**src/design/motor_pot_position_controller_unit_defines.svh**
```systemverilog
// Assertion macros shared by the controller.
`ifndef MOTOR_POT_POSITION_CONTROLLER_UNIT_DEFINES_SVH
`define MOTOR_POT_POSITION_CONTROLLER_UNIT_DEFINES_SVH

// Assert that an antecedent implies a consequent on the next cycle.
`define MPPC_ASSERT_NEXT(label, clk, rst, ante, cons) \
   label: assert property (@(posedge clk) disable iff (rst) (ante) |=> (cons)) \
      else $error("assertion failed");

// Assert that a condition holds every cycle out of reset.
`define MPPC_ASSERT_ALWAYS(label, clk, rst, cond) \
   label: assert property (@(posedge clk) disable iff (rst) (cond)) \
      else $error("assertion failed");

`endif

```
**src/design/mppc_pkg.sv**
```systemverilog
package mppc_pkg;
   localparam int RAW_W = 10;
   localparam int OHM_W = 20;
   localparam int TIME_W = 32;
   localparam logic OP_TICK = 1'b0;
   localparam logic OP_SET_TARGET = 1'b1;
   localparam logic [2:0] REG_DIVIDER = 3'd0;
   localparam logic [2:0] REG_READ_LIMIT = 3'd1;
   localparam logic [2:0] REG_PWM_DIST = 3'd2;
   localparam logic [2:0] REG_DB_LOW = 3'd3;
   localparam logic [2:0] REG_DB_HIGH = 3'd4;
   localparam logic [2:0] REG_STALL_TMO = 3'd5;
   localparam logic [2:0] REG_STALL_MOVE = 3'd6;
   localparam logic [2:0] REG_FLAGS = 3'd7;
   localparam logic [1:0] GATE_OFF = 2'd0;
   localparam logic [1:0] GATE_INC = 2'd1;
   localparam logic [1:0] GATE_DEC = 2'd2;
   localparam logic [31:0] REPORT_HOLDOFF_MS = 32'd40;
   localparam logic [19:0] REPORT_BASE = 20'd12;
   localparam logic [11:0] REPORT_SCALE = 12'd2045;
   // numerator divider*(1024-raw) fits 30 bits
   localparam int NUM_W = 30;
endpackage

```
**src/design/motor_pot_position_controller_unit.sv**
```systemverilog
// Position controller for one motorized potentiometer. Each req item is a
// tick (operation 0: one millisecond with an ADC sample) or a set-target
// item (operation 1), and yields exactly one rsp item. A tick that samples
// converts the reading to ohms with a restoring divider that retires one
// quotient bit per cycle over the 30-bit numerator, so such an item passes
// through ST_MUL, ST_DIV, ST_EVAL and ST_CTRL before rsp_tvalid rises, and
// no further item is accepted before then; ticks that skip sampling and
// set-target items raise rsp_tvalid on the cycle after acceptance. The
// divider is the only multi-cycle unit; one item is in flight at a time,
// and req_tready is low while a finished rsp item waits with rsp_tready
// low. Configuration is written through csr_; the user must write it only
// while the block is idle, as the block itself does not enforce this.
`include "motor_pot_position_controller_unit_defines.svh"
module motor_pot_position_controller_unit
   import mppc_pkg::*;
#(
   parameter int ACCURACY_SPLIT = 5000,
   parameter int DIALIN_MS = 500,
   parameter int PWM_OFF_MS = 10,
   parameter int IDLE_MS = 100,
   parameter int TARGET_FLOOR = 0,
   parameter int TARGET_CEILING = 1000000
) (
   input  logic        clock,
   input  logic        reset,
   input  logic        req_tvalid,
   output logic        req_tready,
   input  logic        req_tuser,    // operation
   input  logic [31:0] req_tdata,    // adc_sample[9:0], target_value[29:10],
                                     // other_motor_busy[30], buzzer_active[31]
   output logic        rsp_tvalid,
   input  logic        rsp_tready,
   output logic [31:0] rsp_tdata,    // drive_increase[0], drive_decrease[1],
                                     // moving[2], online[3], stall_fault[4],
                                     // report_valid[5], report_position[25:6]
   input  logic        csr_we,
   input  logic [2:0]  csr_index,
   input  logic [19:0] csr_wdata
);
   localparam logic [2:0] ST_IDLE = 3'd0;
   localparam logic [2:0] ST_MUL = 3'd1;
   localparam logic [2:0] ST_DIV = 3'd2;
   localparam logic [2:0] ST_EVAL = 3'd3;
   localparam logic [2:0] ST_CTRL = 3'd4;

   localparam logic [31:0] DIALIN_C = 32'(DIALIN_MS);
   localparam logic [31:0] PWM_C = 32'(PWM_OFF_MS);
   localparam logic [31:0] IDLE_C = 32'(IDLE_MS);
   localparam logic [19:0] SPLIT_C = 20'(ACCURACY_SPLIT);
   localparam logic [19:0] KLO_C = 20'(TARGET_FLOOR);
   localparam logic [20:0] KHI_C = 21'(TARGET_CEILING);

   logic [19:0] div_ff, lim_ff, pwmd_ff, smove_ff;
   logic [15:0] dbl_ff, dbh_ff, stmo_ff;
   logic [1:0]  flags_ff;

   logic [2:0]  state_ff, state_in;
   logic [31:0] now_ff, nst_ff, sdl_ff, ddl_ff, pdl_ff, rdl_ff;
   logic [19:0] tgt_ff, sref_ff, lrep_ff;
   logic        drv_ff, onl_ff;
   logic [1:0]  gate_ff;

   logic [9:0]  raw_ff;
   logic        busy_ff, buzz_ff;
   logic [NUM_W-1:0] num_ff;
   logic [NUM_W-1:0] quo_ff;
   logic [10:0] rem_ff;
   logic [4:0]  cnt_ff;
   logic [19:0] r_ff;
   logic        ok_ff;

   logic        out_v_ff, fault_ff, rep_ff;
   logic [19:0] rpos_ff;

   logic req_acc, rsp_acc;
   assign req_acc = req_tvalid && req_tready;
   assign rsp_acc = rsp_tvalid && rsp_tready;
   assign req_tready = (state_ff == ST_IDLE) && !(out_v_ff && !rsp_tready);
   assign rsp_tvalid = out_v_ff;
   assign rsp_tdata = {6'd0, rpos_ff, rep_ff, fault_ff, onl_ff, drv_ff,
                       gate_ff[1], gate_ff[0]};

   always_ff @(posedge clock) begin
      if (reset) begin
         div_ff <= 20'd10000; lim_ff <= 20'd100000; pwmd_ff <= 20'd1000;
         dbl_ff <= 16'd50; dbh_ff <= 16'd200; stmo_ff <= 16'd1000;
         smove_ff <= 20'd100; flags_ff <= 2'd1;
      end else if (csr_we) begin
         case (csr_index)
            REG_DIVIDER: div_ff <= csr_wdata;
            REG_READ_LIMIT: lim_ff <= csr_wdata;
            REG_PWM_DIST: pwmd_ff <= csr_wdata;
            REG_DB_LOW: dbl_ff <= csr_wdata[15:0];
            REG_DB_HIGH: dbh_ff <= csr_wdata[15:0];
            REG_STALL_TMO: stmo_ff <= csr_wdata[15:0];
            REG_STALL_MOVE: smove_ff <= csr_wdata;
            REG_FLAGS: flags_ff <= csr_wdata[1:0];
            default: ;
         endcase
      end
   end

   // control math on the converted reading
   logic [20:0] r21, tg21, ref21, thr21;
   logic [20:0] tgt_dist, sdiff;
   logic [21:0] rsum;
   logic [31:0] th32;
   logic [21:0] rep_hi;
   logic        rep_lo, rep_go;
   logic [31:0] r_mul;
   always_comb begin
      r21 = {1'b0, r_ff};
      tg21 = {1'b0, tgt_ff};
      ref21 = {1'b0, sref_ff};
      thr21 = (tgt_ff < SPLIT_C) ? {5'd0, dbl_ff} : {5'd0, dbh_ff};
      tgt_dist = (tg21 > r21) ? tg21 - r21 : r21 - tg21;
      sdiff = (ref21 > r21) ? ref21 - r21 : r21 - ref21;
      rsum = {1'b0, ref21} + {1'b0, r21};
      r_mul = 32'(r_ff) * 32'(REPORT_SCALE);
      th32 = 32'(REPORT_BASE) + (r_mul >> 18);
      rep_hi = 22'(lrep_ff) + 22'(th32);
      rep_lo = (32'(lrep_ff) > th32) && (32'(r_ff) < 32'(lrep_ff) - th32);
      rep_go = flags_ff[0] && !drv_ff && (rep_lo || 22'(r_ff) > rep_hi) &&
               !buzz_ff && (now_ff > rdl_ff);
   end

   logic [11:0] trial;
   assign trial = {rem_ff, num_ff[NUM_W-1]} - 12'({2'b0, raw_ff});

   logic div_last;
   assign div_last = (state_ff == ST_DIV) && (cnt_ff == 5'(NUM_W - 1));

   always_ff @(posedge clock) begin
      if (reset) begin
         state_ff <= ST_IDLE;
         out_v_ff <= 1'b0;
         now_ff <= '0; nst_ff <= '0; sdl_ff <= '0; ddl_ff <= '0;
         pdl_ff <= '0; rdl_ff <= '0; tgt_ff <= '0; sref_ff <= '0;
         lrep_ff <= '0; drv_ff <= 1'b0; onl_ff <= 1'b0; gate_ff <= GATE_OFF;
         fault_ff <= 1'b0; rep_ff <= 1'b0; rpos_ff <= '0;
      end else begin
         state_ff <= state_in;
         case (state_ff)
            ST_IDLE: begin
               if (req_acc) begin
                  raw_ff <= req_tdata[9:0];
                  busy_ff <= req_tdata[30];
                  buzz_ff <= req_tdata[31];
                  fault_ff <= 1'b0; rep_ff <= 1'b0; rpos_ff <= '0;
                  if (req_tuser == OP_SET_TARGET) begin
                     if ({1'b0, req_tdata[29:10]} < KHI_C &&
                         req_tdata[29:10] > KLO_C)
                        tgt_ff <= req_tdata[29:10];
                     out_v_ff <= 1'b1;
                  end else begin
                     now_ff <= now_ff + 32'd1;
                     out_v_ff <= !(now_ff + 32'd1 > nst_ff);
                  end
               end else if (rsp_acc) begin
                  out_v_ff <= 1'b0;
               end
            end
            ST_MUL: begin
               num_ff <= NUM_W'(div_ff) * NUM_W'(11'd1024 - {1'b0, raw_ff});
               rem_ff <= '0; quo_ff <= '0; cnt_ff <= '0;
            end
            ST_DIV: begin
               num_ff <= {num_ff[NUM_W-2:0], 1'b0};
               cnt_ff <= cnt_ff + 5'd1;
               if (!trial[11]) begin
                  rem_ff <= trial[10:0];
                  quo_ff <= {quo_ff[NUM_W-2:0], 1'b1};
               end else begin
                  rem_ff <= {rem_ff[9:0], num_ff[NUM_W-1]};
                  quo_ff <= {quo_ff[NUM_W-2:0], 1'b0};
               end
            end
            ST_EVAL: begin
               r_ff <= (raw_ff == 10'd0) ? 20'd0 : quo_ff[19:0];
               ok_ff <= (raw_ff != 10'd0) && (quo_ff < NUM_W'(lim_ff));
            end
            ST_CTRL: begin
               out_v_ff <= 1'b1;
               if (!ok_ff) begin
                  nst_ff <= now_ff + IDLE_C;
                  onl_ff <= 1'b0;
               end else begin
                  onl_ff <= 1'b1;
                  if (rep_go) begin
                     rdl_ff <= now_ff + REPORT_HOLDOFF_MS;
                     lrep_ff <= r_ff; rep_ff <= 1'b1; rpos_ff <= r_ff;
                  end
                  if (tgt_ff != '0 && flags_ff[0] && !busy_ff) begin
                     if (sref_ff != '0 && now_ff > sdl_ff &&
                         (sdiff < 21'(smove_ff) || rsum < 22'(smove_ff))) begin
                        drv_ff <= 1'b0; gate_ff <= GATE_OFF; sdl_ff <= '0;
                        sref_ff <= '0; tgt_ff <= '0; fault_ff <= 1'b1;
                     end else begin
                        if (sref_ff == '0 || now_ff > sdl_ff) begin
                           sref_ff <= r_ff;
                           sdl_ff <= now_ff + 32'(stmo_ff);
                        end
                        if (tg21 > r21 + thr21 || tg21 + thr21 < r21) begin
                           drv_ff <= 1'b1;
                           if (tgt_dist <= 21'(pwmd_ff) && now_ff > pdl_ff) begin
                              pdl_ff <= now_ff + PWM_C;
                              gate_ff <= GATE_OFF;
                           end else begin
                              gate_ff <= (tg21 < r21) ? GATE_DEC : GATE_INC;
                           end
                           ddl_ff <= now_ff + DIALIN_C;
                        end else if (!(flags_ff[1] && now_ff < ddl_ff)) begin
                           drv_ff <= 1'b0; gate_ff <= GATE_OFF; sdl_ff <= '0;
                           sref_ff <= '0; tgt_ff <= '0;
                        end
                     end
                  end
               end
            end
            default: ;
         endcase
      end
   end

   always_comb begin
      state_in = state_ff;
      case (state_ff)
         ST_IDLE:
            if (req_acc && req_tuser == OP_TICK && now_ff + 32'd1 > nst_ff)
               state_in = ST_MUL;
         ST_MUL: state_in = ST_DIV;
         ST_DIV: if (div_last) state_in = ST_EVAL;
         ST_EVAL: state_in = ST_CTRL;
         ST_CTRL: state_in = ST_IDLE;
         default: state_in = ST_IDLE;
      endcase
   end

   `MPPC_ASSERT_ALWAYS(a_gate_excl, clock, reset, !(gate_ff[0] && gate_ff[1]))
   `MPPC_ASSERT_NEXT(a_div_done, clock, reset, div_last, state_ff == ST_EVAL)
   `MPPC_ASSERT_ALWAYS(a_rep_pos, clock, reset, rep_ff || rpos_ff == '0)
   `MPPC_ASSERT_ALWAYS(a_gate_drv, clock, reset, gate_ff == GATE_OFF || drv_ff)
endmodule
```
**config.mk**
```make
export PLATFORM = sky130hd
export DESIGN_NAME = motor_pot_position_controller_unit
export DESIGN_NICKNAME = d
export VERILOG_FILES = /design/src/design/mppc_pkg.sv /design/src/design/motor_pot_position_controller_unit.sv
export VERILOG_INCLUDE_DIRS = /design/src /design/src/design
export SDC_FILE = /design/constraint.sdc
export NUM_CORES = 2
export LEC_CHECK = 0
export BUFFER_PORTS_ARGS = -buffer_cell sky130_fd_sc_hd__buf_2
export CAP_MARGIN = 15
export CELL_PAD_IN_SITES_DETAIL_PLACEMENT = 0
export CELL_PAD_IN_SITES_GLOBAL_PLACEMENT = 1
export CORE_UTILIZATION = 40
export DETAILED_ROUTE_END_ITERATION = 16
export PLACE_DENSITY_LB_ADDON = 0.1
export SLEW_MARGIN = 40
export SYNTH_ARGS = -nofsm -noshare
export SYNTH_HDL_FRONTEND = slang
export SYNTH_SLANG_ARGS = --single-unit
```
**constraint.sdc**
```tcl
create_clock -name clock -period 10.2 [get_ports clock]
set_clock_uncertainty 0.05 [all_clocks]
set_input_delay 1.02 -clock clock [delete_from_list [all_inputs] [get_ports clock]]
set_output_delay 1.02 -clock clock [all_outputs]
set_load 0.05 [all_outputs]
```
== Word level (Yosys, flattened, before mapping) ==
Index checks and enable logic that the tools add are counted.

* Divide/modulo/power cells: 0
* Shift-type cells: 0
* Order comparisons: 20
* Mux-type cells: 54
* Bitwise gates (word level): 4
* $add $sub $neg: 19
* Eq/ne operators: 25
* Reduce and logical (&&, ||, !) cells: 62
* $mul: 2

{| class="wikitable"
|+ Operator list
! cell !! count
|-
| two-way mux 20 bit || 15
|-
| greater-than comparator 32 bit || 4
|-
| two-way mux 32 bit || 4
|-
| case mux 30 bit (2 select lines) || 2
|-
| subtractor 20 x 20 -> 21 bit || 4
|-
| case mux 20 bit (2 select lines) || 2
|-
| < comparator 21 x 20 -> 1 bit || 3
|-
| adder 20 x 16 -> 21 bit || 2
|-
| greater-than comparator 20 x 21 -> 1 bit || 2
|-
| two-way mux 21 bit || 2
|-
| greater-than comparator 20 bit || 2
|-
| nonzero test 20 bit || 2
|-
| adder 32 x 1 -> 32 bit (second input constant) || 1
|-
| adder 32 x 16 -> 32 bit || 1
|-
| adder 32 x 4 -> 32 bit (second input constant) || 1
|-
| adder 32 x 6 -> 32 bit (second input constant) || 1
|-
| adder 32 x 7 -> 32 bit (second input constant) || 1
|-
| adder 32 x 9 -> 32 bit (second input constant) || 1
|-
| < comparator 20 x 32 -> 1 bit || 1
|-
| < comparator 32 bit || 1
|-
| multiplier 20 x 11 -> 31 bit (second input constant) || 1
|-
| < comparator 30 x 20 -> 1 bit || 1
|-
| multiplier 21 x 12 -> 30 bit || 1
|-
| AND reduction 2 bit || 13
|-
| 43 further kinds || 118
|}

* Register bits: 521
* Memory bits (read-only): 0
* Memory bits (writable): 0
* Latch bits: 0
* Output and inout bits: 34
* Memories: 0
* Logic and storage cells: 220
* Bits of input ports: 61

== Longest topological paths before layout ==
* Depth in word-level cells: 12
* Gate-level depth with buffers: 49
* Mapped depth without buffers: 47

== Least setup slack after synthesis ==
Ideal clock, no wire load.

* Path type: register to register
* Start point: register r_ff[1]
* End point: register rpos_ff[3]
* Clock period less this slack: 9933 ps
* Setup slack: 267 ps
* Data arrival time: 9766 ps
* Path buffers: 2
* Setup time: 117 ps
* Required time: 10033 ps
* Cell stages (with the launch flop): 39
* Path through: edfxtp_1 inv_1 fa_1 inv_1 fa_1 fa_1 fa_1 inv_1 fa_1 inv_1 ha_1 or4_4 o211a_1 o211a_1 o211a_1 a31o_2 xor2_1 nand4bb_1 [3 not listed] xnor2_1 ha_1 inv_1 nand3_1 o41ai_1 xor2_1 ha_1 a21o_1 a21oi_1 o21ai_0 a21o_1 o311ai_0 o211a_1 a22o_1 clkbuf_1 o21ai_1 clkbuf_1 a32o_1

* Longest elaborated chain between the ends: 11
* Elaborated cells between the ends (all ways): 14
* Classes of those cells: add/sub (3); mul (1); order compare (3); eq/ne (1); reduce/logical (6)

{| class="wikitable"
|+ Ends and longest elaborated chain
! element !! line !! RTL
|-
| from (decl) || motor_pot_position_controller_unit.sv:69 || <nowiki>logic [19:0] r_ff;</nowiki>
|-
| from (signal assigned) || motor_pot_position_controller_unit.sv:179 || <nowiki>r_ff <= (raw_ff == 10'd0) ? 20'd0 : quo_ff[19:0];</nowiki>
|-
| multiplier 20 x 11 -> 31 bit || motor_pot_position_controller_unit.sv:119 || <nowiki>r_mul = 32'(r_ff) * 32'(REPORT_SCALE);</nowiki>
|-
| adder 4 x 13 -> 14 bit || motor_pot_position_controller_unit.sv:120 || <nowiki>th32 = 32'(REPORT_BASE) + (r_mul >> 18);</nowiki>
|-
| subtractor 20 x 14 -> 21 bit || motor_pot_position_controller_unit.sv:122 || <nowiki>rep_lo = (32'(lrep_ff) > th32) && (32'(r_ff) < 32'(lrep_ff) - th32);</nowiki>
|-
| < comparator 20 x 32 -> 1 bit || motor_pot_position_controller_unit.sv:122 ||
|-
| logical AND 1 bit || motor_pot_position_controller_unit.sv:122 ||
|-
| logical OR 1 bit * || motor_pot_position_controller_unit.sv:123 || <nowiki>rep_go = flags_ff[0] && !drv_ff && (rep_lo || 22'(r_ff) > rep_hi) &&</nowiki>
|-
| logical AND 1 bit * (2 in series) || motor_pot_position_controller_unit.sv:123 ||
|-
| logical AND 1 bit * || motor_pot_position_controller_unit.sv:124 || <nowiki>!buzz_ff && (now_ff > rdl_ff);</nowiki>
|-
| inequality test 2 bit (no source line) * || - ||
|-
| AND reduction 4 bit (no source line) * || - ||
|-
| to (signal assigned) || motor_pot_position_controller_unit.sv:140 || <nowiki>fault_ff <= 1'b0; rep_ff <= 1'b0; rpos_ff <= '0;</nowiki>
|-
| to (signal assigned) || motor_pot_position_controller_unit.sv:149 || <nowiki>fault_ff <= 1'b0; rep_ff <= 1'b0; rpos_ff <= '0;</nowiki>
|-
| to (signal assigned) || motor_pot_position_controller_unit.sv:191 || <nowiki>lrep_ff <= r_ff; rep_ff <= 1'b1; rpos_ff <= r_ff;</nowiki>
|-
| to (decl) || motor_pot_position_controller_unit.sv:73 || <nowiki>logic [19:0] rpos_ff;</nowiki>
|}

Every way passes the cells marked *; elsewhere a longest branch is shown, timed or not.
A chain may end at the register's enable or synchronous reset.

== Worst setup path in the final report ==
* Start point: register r_ff[9]
* End point: register rpos_ff[12]

Same word-level chain as after synthesis.

==> flow_summary.json <==
{
  "synthArstFlopShare_pct": 0,
  "yosysTopAreaCell": "ha_1",
  "leakagePower_uw": 0.0246,
  "finalCritPeriodShare_pct": 95.7,
  "finalPower_uw": 6720,
  "dpl.hpwl_um": 129000,
  "start_kind": "flop",
  "relSlewSlack_pct": 43.0,
  "place_ws_ns": -0.0667,
  "stdcell_count": 7646,
  "synth-xor-area-share_pct": 6.54,
  "first_pass_iters": 6,
  "setup_viol": 0,
  "ctsRootBufferMaster": "clkbuf_16",
  "max_freq_ghz": 0.102,
  "netlist_instances": 5912,
  "portBuffers": 88,
  "dieHeight_um": 355,
  "synth_area_leaders": "ha_1, dfxtp_1, fa_1",
  "first_iter_violations": 2808,
  "worst_slack_ns": 0.440,
  "synth-edff-count": 109,
  "yosysMostFrequentCell": "inv_1",
  "tns_ns": 0,
  "drtAntennaViolNets": 0,
  "core_area_um2": 124000,
  "via_per_inst": 5.42,
  "fin_crit_ns": 9.76,
  "yosysSeqAreaShare_pct": 23.1,
  "powerDensity_nw_per_um2": 122,
  "dp.cells": 7500,
  "worstMarginPinSlew_ns": 0.854,
  "critPathSlowestCell": "fa_1",
  "path_common_cell": "fa_1",
  "arrival_ns": 10.25,
  "grt_max_degree": 87,
  "syn_area_um2": 49800,
  "numCtsBuffers": 69,
  "hold_viol": 0,
  "totalWireLength_um": 167000,
  "hold_slack_ns": 0.401,
  "nNetsFinal": 6967,
  "fp.dieArea_um2": 126000,
  "vias": 41400,
  "wl_per_cell_um": 21.9,
  "maxSlewViolCount": 0,
  "yosys_warnings": 0,
  "synthAdderAreaFrac_pct": 28.0,
  "fp-row-count": 129,
  "insertion_delay_ns": 0.68,
  "ios": 95,
  "avgSynthCellArea_um2": 8.43,
  "cp_data_required_time_ns": 10.69,
  "fp.dieW_um": 355,
  "grt_pass1_wl_um": 257000,
  "gp_congestion": 0.911,
  "ys_ff_latch": 521,
  "synthSimpleGateAreaFrac_pct": 15.7,
  "max_stage_delay_ns": 0.59,
  "synthMuxAreaShare_pct": 1.22,
  "initial_core_util_pct": 40.3,
  "antenna_found_initial": 4,
  "status": "finished clean",
  "worst-setup-path-type": "flop to flop",
  "cp-end-kind": "flop",
  "synth_common_cells": "inv_1, ha_1, nand2_1, a21oi_1, dfxtp_1",
  "first_global_vias": 41600,
  "peakVddDrop_v": 0.000122,
  "drive_above_1_share_pct": 8.49,
  "htreeDepth": 3,
  "gr-total-overflow": 0,
  "cts_tree": "done",
  "grt_usage_pct": 26.5,
  "clock_sinks": 521,
  "critPathMaxFanout": 10,
  "postCtsHoldBufs": 0,
  "cts_buffer_depth": 3,
  "synth_cell_types": 94,
  "synth_top_area_share_pct": 16.9,
  "clk_pin_slew_ns": 0.05,
  "hold_class": "flop to flop",
  "max-cap-violations": 0,
  "synth_top_family_by_area": "adder cells",
  "synth_compound_gate_area_share_pct": 17.4,
  "synth_ff_type": "dfxtp_1",
  "drc": 0,
  "area_growth_pct": 10.9
}
-- metrics by stage --
step	util [%]	instance area, um^2
after detailed placement	42.5	52500
after floorplan	-	49800
after CTS	44.3	54800
after global placement	42.4	52400
after global routing	44.7	55200
final	44.7	55200
-- layout make-up --
cell class                      instances  area [um^2]
Fill cell                           12600        68400
Clock inverter                         34          340
Antenna cell                            1         2.50
Clock buffer                           89         1920
Multi-Input combinational cell       4377        34800
Inverter                              724         2720
Tap cell                             1637         2050
Sequential cell                       521        11500
Timing Repair Buffer                  263         1890
-- logic make-up after synthesis --
group | after synthesis
adder cells (fa/ha/maj) | 950
flip-flops | 521
other | 1
buffers and inverters | 1020
XOR/XNOR | 372
multiplexers | 58
AND/OR/NAND/NOR | 1663
AO/OA/AOI/OAI | 1327
-- cell usage in the layout (no fill, tap or decap), types with 35 or more instances in the layout --
| master | synthesis | routed |
|---|---|---|
| o21bai_1 | 40 | 40 |
| nand3_1 | 125 | 122 |
| clkbuf_16 | 0 | 73 |
| a21oi_1 | 443 | 437 |
| o21a_1 | 56 | 56 |
| a21o_1 | 153 | 153 |
| inv_1 | 720 | 712 |
| a22o_1 | 52 | 51 |
| mux2i_1 | 36 | 36 |
| buf_2 | 28 | 87 |
| nor3_1 | 74 | 65 |
| dfxtp_1 | 412 | 410 |
| and2_1 | 118 | 117 |
| nand2b_1 | 35 | 35 |
| nand2_1 | 647 | 645 |
| and3_1 | 57 | 57 |
| xor2_1 | 171 | 170 |
| nand4_1 | 97 | 97 |
| fa_1 | 277 | 275 |
| buf_4 | 15 | 164 |
| xnor2_1 | 201 | 191 |
| ha_1 | 673 | 671 |
| nor2_1 | 324 | 321 |
| o211ai_1 | 61 | 61 |
| o21ai_0 | 207 | 201 |
| edfxtp_1 | 109 | 109 |
| a211oi_1 | 99 | 94 |
| nor2b_1 | 71 | 70 |
-- what timing repair did --
action	4_1_cts	5_1_grt
setup endpoints to repair	27	73
buffers inserted	0	18
pin swaps	0	16
gates cloned	0	3
gates resized for setup	4	51
-- sequential cells by signal, summed over array words and instances, names as in the netlist, 30 cells and up --
| name | flops |
|---|---|
| quo_ff | 30 |
| nst_ff | 32 |
| ddl_ff | 32 |
| now_ff | 32 |
| rdl_ff | 32 |
| pdl_ff | 32 |
| num_ff | 30 |
| sdl_ff | 32 |
-- layer usage --
layer	global-route usage [%]	up-vias	routed length, um	part of all wire, %
li1	-	20200	-	-
met1	37.7	20100	80600	48
met2	42.6	862	75200	45
met3	2.94	196	7300	4.4
met4	6.72	0	4330	2.6
met5	0	-	0	0
-- worst paths after layout --
check        depth (start not counted)        from  slack [ns]           to
max                                 41     r_ff[9]        0.44  rpos_ff[12]
min                                  2  dbh_ff[10]        0.40   dbh_ff[10]
max reg2reg                         41     r_ff[9]        0.44  rpos_ff[12]
min reg2reg                          2  dbh_ff[10]        0.40   dbh_ff[10]
-- worst max-delay path: cells and delay by family, from the launching register on --
family	cells	cell delay [ns]
simple gates	7	0.97
flops	1	0.45
xor+xnor	3	0.61
compound gates	18	3.35
fa+ha+maj	8	3.59
buf+inv	5	0.61
-- power by group --
part / total (uW) / internal, uW / switching [uW] / leakage, uW
combinational: 1980 / 811 / 1170 / 0.0192
clock: 2490 / 1420 / 1060 / 0.00112
sequential: 2250 / 2190 / 52.5 / 0.00433
total: 6720 / 4430 / 2280 / 0.0246
(Power assumes the default switching activity.)
